--- src/rtl/matrix4x4_inverse_core_assert.svh ---
// ---------------------------------------------------------------------------
// matrix4x4_inverse_core assertion macros
// Clocked implication checks on i_clk, disabled while i_rst_n is low.
// ---------------------------------------------------------------------------
`ifndef MATRIX4X4_INVERSE_CORE_ASSERT_SVH
`define MATRIX4X4_INVERSE_CORE_ASSERT_SVH

`ifndef SYNTHESIS
`define M44I_ASSERT_IMP(lbl, ante, cons) \
    lbl: assert property (@(posedge i_clk) disable iff (!i_rst_n) (ante) |-> (cons)) \
        else $error("m44i assertion failed");
`define M44I_ASSERT_NXT(lbl, ante, cons) \
    lbl: assert property (@(posedge i_clk) disable iff (!i_rst_n) (ante) |=> (cons)) \
        else $error("m44i assertion failed");
`else
`define M44I_ASSERT_IMP(lbl, ante, cons)
`define M44I_ASSERT_NXT(lbl, ante, cons)
`endif

`endif

--- src/rtl/m44i_pkg.sv ---
// ---------------------------------------------------------------------------
// m44i_pkg
// Widths, types and index helpers for the 4x4 fixed-point matrix inverse.
// ---------------------------------------------------------------------------
package m44i_pkg;

    localparam int ELEM_W    = 32;
    localparam int IDX_W     = 4;
    localparam int LIMB_W    = 32;
    localparam int MUL_LIMBS = 4;
    localparam int MUL_A_W   = LIMB_W * MUL_LIMBS;
    localparam int MAG_W     = LIMB_W * (MUL_LIMBS + 1);
    localparam int ACC_W     = 160;
    localparam int ADJ_W     = 100;
    localparam int DET_W     = 136;
    localparam int DEN_W     = DET_W + 1;
    localparam int NUM_W     = 160;
    localparam int Q_W       = 32;
    localparam int LCNT_W    = $clog2(MUL_LIMBS);
    localparam int DCNT_W    = $clog2(NUM_W);

    typedef struct packed {
        logic [Q_W-1:0] q;
        logic           big;
    } t_div_res;

    // column order of the six 3x3 permutation terms
    function automatic logic [1:0] perm_col(input logic [2:0] t, input logic [1:0] j);
        logic [5:0] cols;
        begin
            case (t)
                3'd0:    cols = {2'd2, 2'd1, 2'd0};
                3'd1:    cols = {2'd1, 2'd2, 2'd0};
                3'd2:    cols = {2'd2, 2'd0, 2'd1};
                3'd3:    cols = {2'd0, 2'd2, 2'd1};
                3'd4:    cols = {2'd1, 2'd0, 2'd2};
                3'd5:    cols = {2'd0, 2'd1, 2'd2};
                default: cols = '0;
            endcase
            case (j)
                2'd0:    perm_col = cols[1:0];
                2'd1:    perm_col = cols[3:2];
                2'd2:    perm_col = cols[5:4];
                default: perm_col = 2'd0;
            endcase
        end
    endfunction

    function automatic logic perm_neg(input logic [2:0] t);
        perm_neg = (t == 3'd1) || (t == 3'd2) || (t == 3'd5);
    endfunction

    // element address of factor j of term t in the minor without row sr, col sc
    function automatic logic [IDX_W-1:0] elem_idx(input logic [1:0] sr, input logic [1:0] sc,
                                                  input logic [2:0] t, input logic [1:0] j);
        logic [1:0] pc;
        logic [1:0] row;
        logic [1:0] col;
        begin
            pc  = perm_col(t, j);
            row = (j >= sr) ? j + 2'd1 : j;
            col = (pc >= sc) ? pc + 2'd1 : pc;
            elem_idx = {row, col};
        end
    endfunction

endpackage

--- src/rtl/m44i_div.sv ---
// ---------------------------------------------------------------------------
// m44i_div
// Restoring bit-serial divider; keeps the low 32 quotient bits plus overflow.
// ---------------------------------------------------------------------------
module m44i_div (
    input  logic                         i_clk,
    input  logic                         i_rst_n,
    input  logic                         i_start,
    input  logic [m44i_pkg::NUM_W-1:0]   i_num,
    input  logic [m44i_pkg::DEN_W-1:0]   i_den,
    output logic                         o_done,
    output m44i_pkg::t_div_res           o_res
);

    logic [m44i_pkg::NUM_W-1:0]  r_num;
    logic [m44i_pkg::DEN_W-1:0]  r_den;
    logic [m44i_pkg::DEN_W-1:0]  r_rem;
    logic [m44i_pkg::Q_W-1:0]    r_q;
    logic                        r_big;
    logic [m44i_pkg::DCNT_W-1:0] r_cnt;
    logic                        r_busy;
    logic                        r_done;
    logic [m44i_pkg::DEN_W:0]    trial;
    logic [m44i_pkg::DEN_W:0]    diff;
    logic                        ge;

    assign trial = {r_rem, r_num[m44i_pkg::NUM_W-1]};
    assign diff  = trial - {1'b0, r_den};
    assign ge    = trial >= {1'b0, r_den};

    always_ff @(posedge i_clk) begin
        if (!i_rst_n) begin
            r_busy <= 1'b0;
            r_done <= 1'b0;
        end else begin
            r_done <= 1'b0;
            if (i_start) begin
                r_num  <= i_num;
                r_den  <= i_den;
                r_rem  <= '0;
                r_q    <= '0;
                r_big  <= 1'b0;
                r_cnt  <= '0;
                r_busy <= 1'b1;
            end else if (r_busy) begin
                r_num <= {r_num[m44i_pkg::NUM_W-2:0], 1'b0};
                r_rem <= ge ? diff[m44i_pkg::DEN_W-1:0] : trial[m44i_pkg::DEN_W-1:0];
                r_q   <= {r_q[m44i_pkg::Q_W-2:0], ge};
                r_big <= r_big | r_q[m44i_pkg::Q_W-1];
                if (r_cnt == m44i_pkg::DCNT_W'(m44i_pkg::NUM_W - 1)) begin
                    r_busy <= 1'b0;
                    r_done <= 1'b1;
                end else begin
                    r_cnt <= r_cnt + 1'b1;
                end
            end
        end
    end

    assign o_done    = r_done;
    assign o_res.q   = r_q;
    assign o_res.big = r_big;

endmodule

--- config.mk ---
export PLATFORM = sky130hd
export DESIGN_NAME = m44i_div
export DESIGN_NICKNAME = d
export VERILOG_FILES = /design/src/rtl/matrix4x4_inverse_core_assert.svh /design/src/rtl/m44i_pkg.sv /design/src/rtl/m44i_div.sv
export SDC_FILE = /design/constraint.sdc
export NUM_CORES = 1
export LEC_CHECK = 0
export BUFFER_PORTS_ARGS = -buffer_cell sky130_fd_sc_hd__buf_2
export CORE_ASPECT_RATIO = 0.6
export CORE_MARGIN = 10
export CORE_UTILIZATION = 43
export CTS_BUF_LIST = sky130_fd_sc_hd__clkbuf_8
export DETAILED_ROUTE_END_ITERATION = 10
export PLACE_DENSITY = 0.6
export SLEW_MARGIN = 5
export SYNTH_ARGS = -nofsm -noshare
export SYNTH_HDL_FRONTEND = slang
export SYNTH_SLANG_ARGS = --single-unit
--- constraint.sdc ---
create_clock -name i_clk -period 16.6 [get_ports i_clk]
set_clock_uncertainty 0.05 [all_clocks]
set_input_delay 0.83 -clock i_clk [delete_from_list [all_inputs] [get_ports i_clk]]
set_output_delay 0.83 -clock i_clk [all_outputs]
set_load 0.05 [all_outputs]
==> run metrics <==
Period minus WS final=5.48 ns; setup TNS=0 ns; area fraction of the dominant cell type after synthesis=0.498; Max Freq=183 MHz; Die W=approximately 350 um; status=completed; part of the cycle the worst path needs=0.330; syn nets=about 3,200; # rows=73; Clock Pin Slew Worst Setup and Hold Paths=~0.060 ns; area leader, netlist=edfxtp_1; cts hold-fix bufs=0; Root Driver=clkbuf_8; R2R setup slack=around 11 ns; CTS sink count=477; Syn Inst Count=2,779; GP Congestion=approximately 0.97; sequential share of the synthesized area=0.499; pwr dens=109 nW/um^2; CTS tree=done; CP arrival=about 5.8 ns; RSZ-0062 raised after global routing=no; WL/cell=between 20 and 25 um; # placed instances=a little under 4,000; Fin. Hold Viols=0; Setup violations, final=0; DR DRC count=0; Hold Path Sink=r_den[59]$_DFFE_PP_; min-delay src=i_den[59]; Detailed Route Iter0 Violations=about 2,200; Critical Path Start Type=flop; Setup Buffers After CTS=0; syn avg cell area=around 10 sq um; largest net degree at the start of global routing=177; count leader, synth=edfxtp_1; share of layout cells above drive strength 1=0.205; H-tree Lvls=3; drt first pass iters=7; Mapped Area=roughly 29,000 sq um; Die ar.=a little under 80,000 sq um; CP Data Required Time=approximately 17 ns; HP Class=in2reg; core area=66,100 sq um; Vias/cell=roughly 5.7; IO buf count=roughly 330; Crit Path Category=reg2reg; CTS Buffer Depth=3; boundary pin count=between 300 and 400; initial antenna violation count=3; worst skew pair latency=~0.70 ns; post-synthesis async set-or-reset flop share=0; hold depth=1; final hold slack=between 0.2 and 0.25 ns; Peak VDD IR=0.0553 mV; ys flop type=edfxtp_1; Total Routing Usage GR=0.212; post-synthesis sequential element count=around 480; Synthesis Warnings=0; worst reg2reg path depth=12; R2R Path End=r_rem[75]$_SDFFCE_PP0P_; first-pass GRT wire length=approximately 130 mm; dominant cells by area after synthesis=edfxtp_1, mux2_2, ha_1, a21oi_1, nand2_1; top cells by count, synth=edfxtp_1, a21oi_1, nand2_1, inv_1, nor2_1; Max-cap violations=0; Via Count=around 23,000; number of distinct library cells after synthesis=just under 80; vias in the first global route=22,453; ANT nets after route=0; HPWL after DPL=63.6 mm; Slew Viols, Final=0; Die Span Y=220 um; EDFF count, synth=475; global route total overflow=0; Setup crit end kind=flop; worst reg2reg path startpoint=r_rem[89]$_SDFFCE_PP0P_; TritonCTS Buffers=slightly below 80; final WL=85.4 mm; fin cells=4,024; Initial Util=0.433; # resized after CTS=0; Final nets=between 3,000 and 4,000; crit path max fanout=64; Worst-Margin Slew=1.14 ns; leakage power=12.9 nW; synth-to-layout area growth=13.7%; Slew headroom=0.237
## worst max-delay path by stage
stage | start | to | slack [ns] | cells after the start
after global routing | r_rem[36]$_SDFFCE_PP0P_ | r_rem[123]$_SDFFCE_PP0P_ | 10.76 | 14
after global placement | r_rem[89]$_SDFFCE_PP0P_ | r_rem[75]$_SDFFCE_PP0P_ | 11.44 | 12
after floorplan | i_start | r_cnt[0]$_SDFFCE_PP0P_ | 6.25 | 5
after detailed placement | r_rem[89]$_SDFFCE_PP0P_ | r_rem[123]$_SDFFCE_PP0P_ | 11.27 | 13
after CTS | r_rem[89]$_SDFFCE_PP0P_ | r_rem[123]$_SDFFCE_PP0P_ | 11.21 | 13
final | r_rem[89]$_SDFFCE_PP0P_ | r_rem[75]$_SDFFCE_PP0P_ | 11.12 | 12
## layout make-up
| type | instances | area [sq um] |
|---|---|---|
| multi-input cells | 1944 | 13000 |
| diodes | 4 | 10.0 |
| clock inverters | 58 | 418 |
| inverters | 206 | 778 |
| clock buffers | 85 | 1170 |
| well taps | 900 | 1130 |
| repair buffers | 350 | 1830 |
| fillers | 6182 | 33500 |
| flip-flops and latches | 477 | 14300 |
## registers in the layout, indices dropped and copies added (netlist names)
register,flops
r_den,137
r_big,1
r_busy,1
o_done,1
r_q,32
r_cnt,8
r_rem,137
r_num,160
## per-layer routing
layer  share of wire  track usage  vias up
met1            0.48        0.313    10976
met2            0.41        0.297      842
met4           0.018       0.0498        0
li1                -            -    10821
met3           0.092       0.0650      105
met5               0            0        -
## report_power, final
group | switching [mW] | internal [mW]
clock network | 0.510 | 0.568
registers | 0.0384 | 1.45
logic | 0.621 | 0.352
total | 1.17 | 2.37
## cell families after synthesis
kind of cell	synth area share
multiplexers	0.0647
adder cells (fa/ha/maj)	0.0609
flip-flops	0.499
buffers and inverters	0.0496
AO/OA/AOI/OAI	0.160
XOR/XNOR	0.0354
AND/OR/NAND/NOR	0.130
## placed cells by master, fill, tap and decap left out, drive strengths merged, types with 53 or more instances in the layout
master and instances:
a211oi 53, a21oi 300, buf 350, clkbuf 85, edfxtp 475, ha 138
inv 227, mux2 161, nand2 293, nand4 73, nor2 161, nor3 59
o21ai 129, xnor2 79
## metrics by stage
stage / power, mW / util / setup WS, ns / instance area, sq um
6_report: 3.54 / 0.493 / 11.12 / 32600
5_1_grt: 3.74 / 0.493 / 10.76 / 32600
4_1_cts: 3.56 / 0.493 / 11.21 / 32600
3_5_place_dp: 2.47 / 0.469 / 11.27 / 31000
3_3_place_gp: 2.46 / 0.469 / 11.44 / 31000
2_1_floorplan: 2.21 / - / 6.25 / 28700
## worst max-delay path, cell delays in order, from the launching register on
cell       delay (ns)
edfxtp_1         0.41
ha_1             0.45
nand4_1          0.28
or3_1            0.53
or3_1            0.39
or4_4            0.55
nor4_2           0.22
a2111oi_1        0.09
nand3_2          0.13
a41o_4           0.52
buf_4            0.72
nand2_4          0.19
o22ai_1          0.58
(Power assumes the default switching activity.)
