<file path="src/rtl/matrix4x4_inverse_core_assert.svh">
// ---------------------------------------------------------------------------
// matrix4x4_inverse_core assertion macros
// Clocked implication checks on i_clk, disabled while i_rst_n is low.
// ---------------------------------------------------------------------------
`ifndef MATRIX4X4_INVERSE_CORE_ASSERT_SVH
`define MATRIX4X4_INVERSE_CORE_ASSERT_SVH

`ifndef SYNTHESIS
`define M44I_ASSERT_IMP(lbl, ante, cons) \
    lbl: assert property (@(posedge i_clk) disable iff (!i_rst_n) (ante) |-> (cons)) \
        else $error("m44i assertion failed");
`define M44I_ASSERT_NXT(lbl, ante, cons) \
    lbl: assert property (@(posedge i_clk) disable iff (!i_rst_n) (ante) |=> (cons)) \
        else $error("m44i assertion failed");
`else
`define M44I_ASSERT_IMP(lbl, ante, cons)
`define M44I_ASSERT_NXT(lbl, ante, cons)
`endif

`endif

</file>
<file path="src/rtl/m44i_pkg.sv">
// ---------------------------------------------------------------------------
// m44i_pkg
// Widths, types and index helpers for the 4x4 fixed-point matrix inverse.
// ---------------------------------------------------------------------------
package m44i_pkg;

    localparam int ELEM_W    = 32;
    localparam int IDX_W     = 4;
    localparam int LIMB_W    = 32;
    localparam int MUL_LIMBS = 4;
    localparam int MUL_A_W   = LIMB_W * MUL_LIMBS;
    localparam int MAG_W     = LIMB_W * (MUL_LIMBS + 1);
    localparam int ACC_W     = 160;
    localparam int ADJ_W     = 100;
    localparam int DET_W     = 136;
    localparam int DEN_W     = DET_W + 1;
    localparam int NUM_W     = 160;
    localparam int Q_W       = 32;
    localparam int LCNT_W    = $clog2(MUL_LIMBS);
    localparam int DCNT_W    = $clog2(NUM_W);

    typedef struct packed {
        logic [Q_W-1:0] q;
        logic           big;
    } t_div_res;

    // column order of the six 3x3 permutation terms
    function automatic logic [1:0] perm_col(input logic [2:0] t, input logic [1:0] j);
        logic [5:0] cols;
        begin
            case (t)
                3'd0:    cols = {2'd2, 2'd1, 2'd0};
                3'd1:    cols = {2'd1, 2'd2, 2'd0};
                3'd2:    cols = {2'd2, 2'd0, 2'd1};
                3'd3:    cols = {2'd0, 2'd2, 2'd1};
                3'd4:    cols = {2'd1, 2'd0, 2'd2};
                3'd5:    cols = {2'd0, 2'd1, 2'd2};
                default: cols = '0;
            endcase
            case (j)
                2'd0:    perm_col = cols[1:0];
                2'd1:    perm_col = cols[3:2];
                2'd2:    perm_col = cols[5:4];
                default: perm_col = 2'd0;
            endcase
        end
    endfunction

    function automatic logic perm_neg(input logic [2:0] t);
        perm_neg = (t == 3'd1) || (t == 3'd2) || (t == 3'd5);
    endfunction

    // element address of factor j of term t in the minor without row sr, col sc
    function automatic logic [IDX_W-1:0] elem_idx(input logic [1:0] sr, input logic [1:0] sc,
                                                  input logic [2:0] t, input logic [1:0] j);
        logic [1:0] pc;
        logic [1:0] row;
        logic [1:0] col;
        begin
            pc  = perm_col(t, j);
            row = (j >= sr) ? j + 2'd1 : j;
            col = (pc >= sc) ? pc + 2'd1 : pc;
            elem_idx = {row, col};
        end
    endfunction

endpackage

</file>
<file path="src/rtl/m44i_mul.sv">
// ---------------------------------------------------------------------------
// m44i_mul
// Limb-serial unsigned multiply: 128-bit magnitude by 32 bits, one limb/cycle.
// ---------------------------------------------------------------------------
module m44i_mul (
    input  logic                          i_clk,
    input  logic                          i_rst_n,
    input  logic                          i_start,
    input  logic [m44i_pkg::MUL_A_W-1:0]  i_a,
    input  logic [m44i_pkg::LIMB_W-1:0]   i_b,
    output logic                          o_done,
    output logic [m44i_pkg::MAG_W-1:0]    o_p
);

    logic [m44i_pkg::MUL_A_W-1:0]  r_a;
    logic [m44i_pkg::LIMB_W-1:0]   r_b;
    logic [m44i_pkg::LIMB_W-1:0]   r_carry;
    logic [m44i_pkg::MAG_W-1:0]    r_p;
    logic [m44i_pkg::LCNT_W-1:0]   r_cnt;
    logic                          r_busy;
    logic                          r_done;
    logic [2*m44i_pkg::LIMB_W-1:0] prod;

    assign prod = r_a[r_cnt*m44i_pkg::LIMB_W +: m44i_pkg::LIMB_W] * r_b
                + (2*m44i_pkg::LIMB_W)'(r_carry);

    always_ff @(posedge i_clk) begin
        if (!i_rst_n) begin
            r_busy <= 1'b0;
            r_done <= 1'b0;
        end else begin
            r_done <= 1'b0;
            if (i_start) begin
                r_a     <= i_a;
                r_b     <= i_b;
                r_carry <= '0;
                r_cnt   <= '0;
                r_busy  <= 1'b1;
            end else if (r_busy) begin
                r_p[r_cnt*m44i_pkg::LIMB_W +: m44i_pkg::LIMB_W] <= prod[m44i_pkg::LIMB_W-1:0];
                r_carry <= prod[2*m44i_pkg::LIMB_W-1:m44i_pkg::LIMB_W];
                if (r_cnt == m44i_pkg::LCNT_W'(m44i_pkg::MUL_LIMBS - 1)) begin
                    r_p[m44i_pkg::MAG_W-1 -: m44i_pkg::LIMB_W] <=
                        prod[2*m44i_pkg::LIMB_W-1:m44i_pkg::LIMB_W];
                    r_busy <= 1'b0;
                    r_done <= 1'b1;
                end else begin
                    r_cnt <= r_cnt + 1'b1;
                end
            end
        end
    end

    assign o_done = r_done;
    assign o_p    = r_p;

endmodule

</file>
<file path="config.mk">
export PLATFORM = sky130hd
export DESIGN_NAME = m44i_mul
export DESIGN_NICKNAME = d
export VERILOG_FILES = /design/src/rtl/matrix4x4_inverse_core_assert.svh /design/src/rtl/m44i_pkg.sv /design/src/rtl/m44i_mul.sv
export SDC_FILE = /design/constraint.sdc
export NUM_CORES = 2
export LEC_CHECK = 0
export ABC_AREA = 0
export BUFFER_PORTS_ARGS = -buffer_cell sky130_fd_sc_hd__buf_2
export CAP_MARGIN = 25
export CORE_AREA = 8 8 266 294
export DETAILED_ROUTE_END_ITERATION = 16
export DIE_AREA = 0 0 274 302
export PLACE_DENSITY = 0.84
export SYNTH_ARGS = -nofsm -noshare
export SYNTH_HDL_FRONTEND = slang
export SYNTH_SLANG_ARGS = --single-unit
</file>
<file path="constraint.sdc">
create_clock -name i_clk -period 26.1 [get_ports i_clk]
set_input_delay 5.22 -clock i_clk [delete_from_list [all_inputs] [get_ports i_clk]]
set_output_delay 5.22 -clock i_clk [all_outputs]
set_load 0.1 [all_outputs]
</file>
==> metrics.md <==
| Metric | Value |
|---|---|
| Die height | 302 microns |
| Initial antenna violation count | 1 |
| Core Region | 73600 sq um |
| Critical Path RT | 26.42 ns |
| CTS Buf Count | 38 |
| Number of global-route vias before repair | 36900 |
| Actual slew at the worst max-slew pin | 1.12 ns |
| Post-CTS Setup Inserts | 0 |
| Nets | 6052 |
| Vias per cell | 5.88 |
| CP Max Fanout | 40 |
| Seq cells post-synth | 356 |
| Final setup fails | 0 |
| Synth Instances | 4526 |
| Clk_lat worst skew | 0.61 ns |
| CP Launch Type | flip-flop |
| Status | finished, final reports clean |
| DR pass1 iterations | 6 |
| Initial DRC Count | 2604 |
| Mean post-synth cell area | 10.4 sq um |
| YS warnings | 0 |
| Pin count of the biggest net entering global routing | 90 |
| Critical Path Sink Type | flip-flop |
| Max-slew violation count | 0 |
| Skew final | 0.0468 ns |
| Reg clk slew, reported paths | 0.07 ns |
| Routed WL | 129000 microns |
| Min cycle time layout | 9.54 ns |
| Post-synth top area share | 39.4% |
| CTS sink cnt | 356 |
| Max Clock Freq | 0.105 GHz |
| Number of max-cap violations | 0 |
| Fin Setup TNS | 0 ns |
| DP HPWL | 98900 microns |
| Top-level I/O count | 324 |
| Synth area leader | fa_1 |
| Most common cell after layout, fill and taps aside | inv_1 |
| Synthesized area | 47100 sq um |
| Synth Net Count | 5887 |
| Synth area leaders | fa_1 39%, edfxtp_1 23%, inv_1 7.6% |
| Unrepaired setup endpoints after global routing | no |
| Area grow syn2layout | 7.91% |
| Post-synthesis sequential area ratio | 22.7% |
| H-tree levels | 2 |
| Via count | 33400 |
| Filler cell count | 5186 |
| Effective utilization at floorplan | 64.0% |
| Post-synthesis cell type count | 70 |
| CTS Hold Bufs | 0 |
| Die Wd | 274 microns |
| Hold crit path type | reg2reg |
| Wire length on met2 | 63900 microns |
| First-pass GRT wire length | 204000 microns |
| Total grt overflow | 0 |
| Clock buffer depth | 3 |
| Port Buffers | 323 |
| Most frequent cells in the layout | 955 x inv_1, 928 x fa_1, 596 x nand2_1 |
| CTS tree | built |
| Wire length on met1 | 44700 microns |
| Met3 WL | 12100 microns |
| Synth async-reset ratio | 0% |
| Critical path class | reg2reg |
| Routed Antenna Nets | 0 |
| Uppermost layer routed | met4 |
| FP Rows | 105 |
| DRC Markers | 0 |
| Die area | 82700 sq um |
| Post-synth EDFFs | 354 |
| Relative slew slack | 24.5% |
| Total track usage | 32.1% |
| CP arrival | 9.86 ns |
| Final Hold Slack | 0.526 ns |
| Final period util | 36.6% |
| Final hold viol count | 0 |
| Share of layout cells above drive strength 1 | 10.8% |
| CTS resizes | 0 |
| GP Congestion | 0.992 |
| Final core occ | 69.1% |
| CTS root buf | clkbuf_16 |
| Primary FF master, synth | edfxtp_1 |
| Routed len/inst | 22.7 microns |
## worst paths after layout
check / startpoint / endpoint / slack (ns) / cells after the start
min: r_busy$_SDFF_PN0_ / o_done$_SDFF_PP0_ / 0.53 / 2
max: r_cnt[0]$_SDFFCE_PP0P_ / r_carry[28]$_SDFFCE_PP0P_ / 16.56 / 26
min reg2reg: r_busy$_SDFF_PN0_ / o_done$_SDFF_PP0_ / 0.53 / 2
max reg2reg: r_cnt[0]$_SDFFCE_PP0P_ / r_carry[28]$_SDFFCE_PP0P_ / 16.56 / 26
## per-stage QoR
stage                     std cells  setup slack, ns  instance area [sq um]
after floorplan                4526            16.60                  47100
after global placement         5608            16.63                  49300
after detailed placement       5609            16.53                  49400
after CTS                      5678            16.53                  50700
after global routing           5684            16.15                  50800
final                          5684            16.56                  50800
## layout make-up
type	count	area, sq um	area share, %
multi-input combinational	2959	31900	62.7
timing repair buffer	381	2150	4.23
sequential	356	10700	21.0
antenna	1	2.50	0.00492
clock inverter	30	378	0.743
tap	963	1200	2.37
inverter	955	3580	7.05
clock buffer	39	955	1.88
## worst max-delay path, stage by stage, from the launching register on
cell and delay (ns):
edfxtp_1 0.32, buf_4 0.55, mux4_2 1.00, and2_1 0.35
fa_1 0.54, inv_1 0.05, fa_1 0.47, inv_1 0.05
fa_1 0.48, inv_1 0.08, fa_1 0.56, inv_1 0.06
fa_1 0.48, fa_1 0.57, fa_1 0.51, inv_1 0.05
fa_1 0.48, inv_1 0.04, ha_1 0.43, nand4_1 0.19
nor3_1 0.30, o21a_1 0.23, o21bai_1 0.14, o41ai_2 0.67
o21a_1 0.26, nor2_1 0.08, mux2_2 0.29
## per-layer routing
metal | track usage [%] | vias up
met5 | 0 | -
met4 | 16.9 | 0
met3 | 6.54 | 517
met2 | 53.7 | 1955
met1 | 39.2 | 17000
li1 | - | 14000
## state kept, by name, summed over array words and instances (netlist names)
| signal | count |
|---|---|
| r_carry | 32 |
| o_p | 160 |
| r_cnt | 2 |
| r_a | 128 |
| o_done | 1 |
| r_busy | 1 |
| r_b | 32 |
## synth_stat cells (14+ instances only)
library cell and n:
mux4_2 32, clkbuf_1 240, nand3_1 14, nand2_1 596, ha_1 270, a21o_1 25
o21a_1 18, edfxtp_1 354, inv_1 955, xnor2_1 35, nor2_1 170, and2_1 504
nor2b_1 18, xor2_1 23, o22ai_1 14, fa_1 928, nand4_1 28, o21ai_0 47
nor3_1 24, a21oi_1 71
## kinds of logic (layout without fill, tap and decap cells)
logic type,after synthesis,after routing,synth area share (%)
AO/OA/AOI/OAI,263,263,3.86
XOR/XNOR,58,58,1.08
adder cells (fa/ha/maj),1198,1198,46.6
buffers and inverters,1211,1405,9.68
flip-flops,356,356,22.7
multiplexers,34,34,1.58
other,0,1,0
AND/OR/NAND/NOR,1406,1406,14.5
Power is left out: the tool's default activity adds up to more than one toggle a clock period on the data nets, which glitch-free logic cannot reach.
